$ cat src/rtl/tepq_ram.sv
// ----------------------------------------------------------------------------
// tepq_ram
// Generic single-port synchronous RAM with a registered read.
// ----------------------------------------------------------------------------
module tepq_ram #(
    parameter int unsigned WIDTH = 8,
    parameter int unsigned DEPTH = 16
) (
    input  logic                     clk,
    input  logic                     we,
    input  logic [$clog2(DEPTH)-1:0] addr,
    input  logic [WIDTH-1:0]         wdata,
    output logic [WIDTH-1:0]         rdata
);
    logic [WIDTH-1:0] mem [DEPTH];
    logic [WIDTH-1:0] rdata_reg;

    always_ff @(posedge clk)
    begin
        if (we)
        begin
            mem[addr] <= wdata;
        end
        rdata_reg <= mem[addr];
    end

    assign rdata = rdata_reg;
endmodule

$ cat config.mk
export PLATFORM = sky130hd
export DESIGN_NAME = tepq_ram
export DESIGN_NICKNAME = d
export VERILOG_FILES = /design/src/rtl/tepq_ram.sv
export SDC_FILE = /design/constraint.sdc
export NUM_CORES = 1
export LEC_CHECK = 0
export ABC_AREA = 1
export ABC_CLOCK_PERIOD_IN_PS = 1990
export BUFFER_PORTS_ARGS = -buffer_cell sky130_fd_sc_hd__buf_2
export CAP_MARGIN = 20
export CORE_MARGIN = 8
export CORE_UTILIZATION = 39
export DETAILED_ROUTE_END_ITERATION = 8
export PLACE_DENSITY_LB_ADDON = 0.2
export SYNTH_ARGS = -nofsm -noshare
export SYNTH_HDL_FRONTEND = slang
export SYNTH_SLANG_ARGS = --single-unit
export TNS_END_PERCENT = 30
$ cat constraint.sdc
create_clock -name clk -period 1.99 [get_ports clk]
set_input_delay 0.0995 -clock clk [delete_from_list [all_inputs] [get_ports clk]]
set_output_delay 0.0995 -clock clk [all_outputs]
set_load 0.02 [all_outputs]
Word-level counts from Yosys, hierarchy flattened
Memory sizes are Yosys's and may differ from the RTL's. A register that Yosys moved wholly into a read port is not among the register bits.
Index checks and enable logic that the tools add are counted.
{ "totals": {"regBits": 0, "mem_bits_rw": 128, "input_bits": 14, "output_inout_bits": 8, "mem_count": 1} }
{ "op_classes": {"mux": 2} }
{ "memory_table": {"columns": ["name", "words", "word_bits", "read_ports", "rd_clocked_by_memory_dff", "wr", "line", "source"], "rows": [
  ["mem", 16, 8, 1, 1, 1, "15", "logic [WIDTH-1:0] mem [DEPTH];"]
]} }
{ "op_table": {"columns": ["op", "count"], "rows": [
  ["2-to-1 mux 1 bit", 2]
]} }

Longest topological paths before layout
{ "depth": {"depth_word": 2, "mapped_depth": 11} }

Worst setup path before layout
OpenSTA, ideal clock, no wires.
{ "synth_path": {"path_kind": "input to register", "start": "in addr[1]", "end": "mem mem[3][0], enable pin", "setup_time_ns": 0.370, "arrival_time_ns": 1.106, "slack_ns": 0.513, "cell_stages": 4, "path_buffers": 2, "cell_sequence": "buf_2 -> clkbuf_1 -> nand3_1 -> nor2_1"} }
{ "synth_lines": {"columns": ["element", "line", "source"], "rows": [
  ["start: declaration", "11", "input logic [$clog2(DEPTH)-1:0] addr,"],
  ["end: declaration", "15", null]
]} }
No word-level cell before the write port.

Worst setup path after layout
{ "layout_path": {"start": "in addr[1]", "end": "mem mem[6][2], enable pin"} }
No word-level cell before the write port.

==> impl_results.md <==
* Status: complete, no violations
* Post-CTS Repair Setup Buffers at 0
* Die Width at 136 um
* Post-cts sizing count at 0
* Critical Path Sink Type: register
* Max-cap viol count at 0
* Worst Hold End: mem[3][6]$_DFFE_PP_
* Routed Antenna Nets at 0
* Initial antenna violation count at 0
* Final HPWL DP at 8230 um
* Average cell area after synthesis at 10.2 sq um
* Seq/Total Area, Yosys at 71.6%
* Worst skew pair latency at 0.41 ns
* Drt pass-1 iters at 5
* Max VDD drop at 0.543 mV
* WL per Instance at 16.2 um
* Final Max Tran Viols at 0
* Slew @ Worst Pin at 0.701 ns
* Inserted Clock Buffers at 17
* Vias in the first global route at 3708
* Total Routing Usage GR at 14.8%
* Reg2reg start: mem[7][0]$_DFFE_PP_
* Worst setup path startpoint: addr[1]
* Most Used Layer, Global Route: met2
* Critical Path AT at 1.23 ns
* CTS tree: yes
* Leakage power at ~2.8 nW
* Share of post-route cells with drive strength above 1 at 11.1%
* R2R depth at 8
* Synth-to-layout area growth at 16.4%
* Max reg flops at 128
* Initial Util at 40.1%
* Largest net degree at the start of global routing at 35
* Hold path startpoint: wdata[6]
* PortBufs at 21
* Worst R2R Setup Slack at slightly above 0.9 ns
* Grt met1 use at 18.8%
* Hold Crit Depth at 1
* Setup TNS Final at 0 ns
* Overall power at between 6 and 7 mW
* Routability Congestion at around 0.86
* Mapped Cells at roughly 550
* Final #Nets at 603
* Critical path fanouts, max at 34
* Cell variety after synth at 11
* Met3 Resource Use GR at 3.86%
* Met2 Use GR at 23.0%
* Commonest non-fill, non-tap cell in the layout: nand2_1
* Remaining Overflow, GRT at 0
* Root Driver: clkbuf_16
* CTS Hold Bufs at 0
* First-pass GRT wire length at roughly 20000 um
* DRC viols at 0
* Vias at 3680
* Cells after DPL at 750
* Iteration-0 DRC Markers at 319
* Final setup margin at between 0.8 and 0.9 ns
* # diodes at 0
* Sinks on Clock Net at between 100 and 150
* Clock slew at reported path FFs at 0.05 ns
* Worst slew margin at 53.1%
* Final setup fails at 0
* HP Class: in -> reg
* Synth Net Count at around 560
* Crit path kind: in -> reg
* Worst Path Required at 2.11 ns
* Seq cells post-synth at 136
* Clk_skew at 0.00365 ns
* Die Y at 136 um
* Post-Syn Area at 5590 sq um
* Cell Pwr Density at 994 nW/um^2
* Final min period at 1.11 ns
* # fillers at 1315
* Ys Warns at 0
* # rows at 43
* Most frequent cells in the layout: nand2_1 (346), edfxtp_1 (128), buf_4 (22), inv_1 (21), buf_2 (21)
* Via-to-Cell Ratio at roughly 4.7
* Core area at between 10000 and 15000 sq um
* Placement Setup Slack at between 0.4 and 0.5 ns
* WL final at between 10000 and 15000 um
* Startpoint Class: input port
* RSZ-0062 raised after global routing: false
* Hold Fails Final Rpt at 0
* Reg-to-reg endpoint: rdata[0]$_DFF_P_
* Finished Layout Cells at between 700 and 800
* Clock Path Buffers at 2
* Fmax at 899 MHz
* I/O pin cnt at 22
* Crit share post-route at approximately 56%
* # H-tree levels at 4
* Die ar. at 18400 sq um
-- stage by stage --
step	util, %	hold slack, ns	instance area (sq um)
5_1_grt	46.7	0.128	6510
2_1_floorplan	-	0.198	5590
6_report	46.7	0.131	6510
3_3_place_gp	42.9	0.520	5970
3_5_place_dp	42.9	0.521	5970
4_1_cts	46.7	0.119	6510
-- layer usage --
layer	wire length (um)	vias to the layer above
li1	-	1833
met1	5750	1713
met2	5860	114
met3	744	20
met4	300	0
met5	0	-
-- worst max-delay path, stage by stage --
cell and delay (ns):
buf_2 0.10, buf_4 0.33, nand3_1 0.32, nor2_1 0.19, buf_4 0.19
-- area by class of cell --
cell class | count | area (sq um) | share of cell area (%)
inverters | 23 | 86.3 | 1.33
clock inverters | 3 | 40.0 | 0.615
clock buffers | 28 | 497 | 7.63
repair buffers | 43 | 270 | 4.15
flip-flops and latches | 136 | 4000 | 61.5
multi-input cells | 368 | 1390 | 21.3
well taps | 180 | 225 | 3.46
-- Yosys cell counts, drive strengths merged --
cell    count  area share, %
nand2     346             23
edfxtp    128             69
inv        22            1.5
buf        18            1.9
nor2       18            1.2
dfxtp       8            2.9
nand3       4           0.36
clkbuf      3           0.20
clkinv      1          0.067
-- logic make-up (layout without fill, tap and decap cells) --
family,count (synthesis),in the layout,synth area share (%)
and+or+nand+nor,368,368,24.8
DFF,136,136,71.6
buffers and inverters,44,97,3.62
-- worst max path at each step --
stage | end | slack [ns] | depth (start not counted)
2_1_floorplan | mem[3][0]$_DFFE_PP_ | 0.51 | 4
3_3_place_gp | mem[10][3]$_DFFE_PP_ | 0.48 | 5
3_5_place_dp | mem[6][4]$_DFFE_PP_ | 0.47 | 5
4_1_cts | mem[6][2]$_DFFE_PP_ | 0.91 | 5
5_1_grt | mem[5][4]$_DFFE_PP_ | 0.80 | 5
6_report | mem[6][2]$_DFFE_PP_ | 0.88 | 5
-- power breakdown --
group	switching, mW	internal [mW]	total [mW]
logic	0.302	0.110	0.412
registers	0.0158	3.21	3.22
clock network	1.03	1.80	2.84
total	1.35	5.12	6.47
Note: power is estimated with default switching activity, not from simulation.
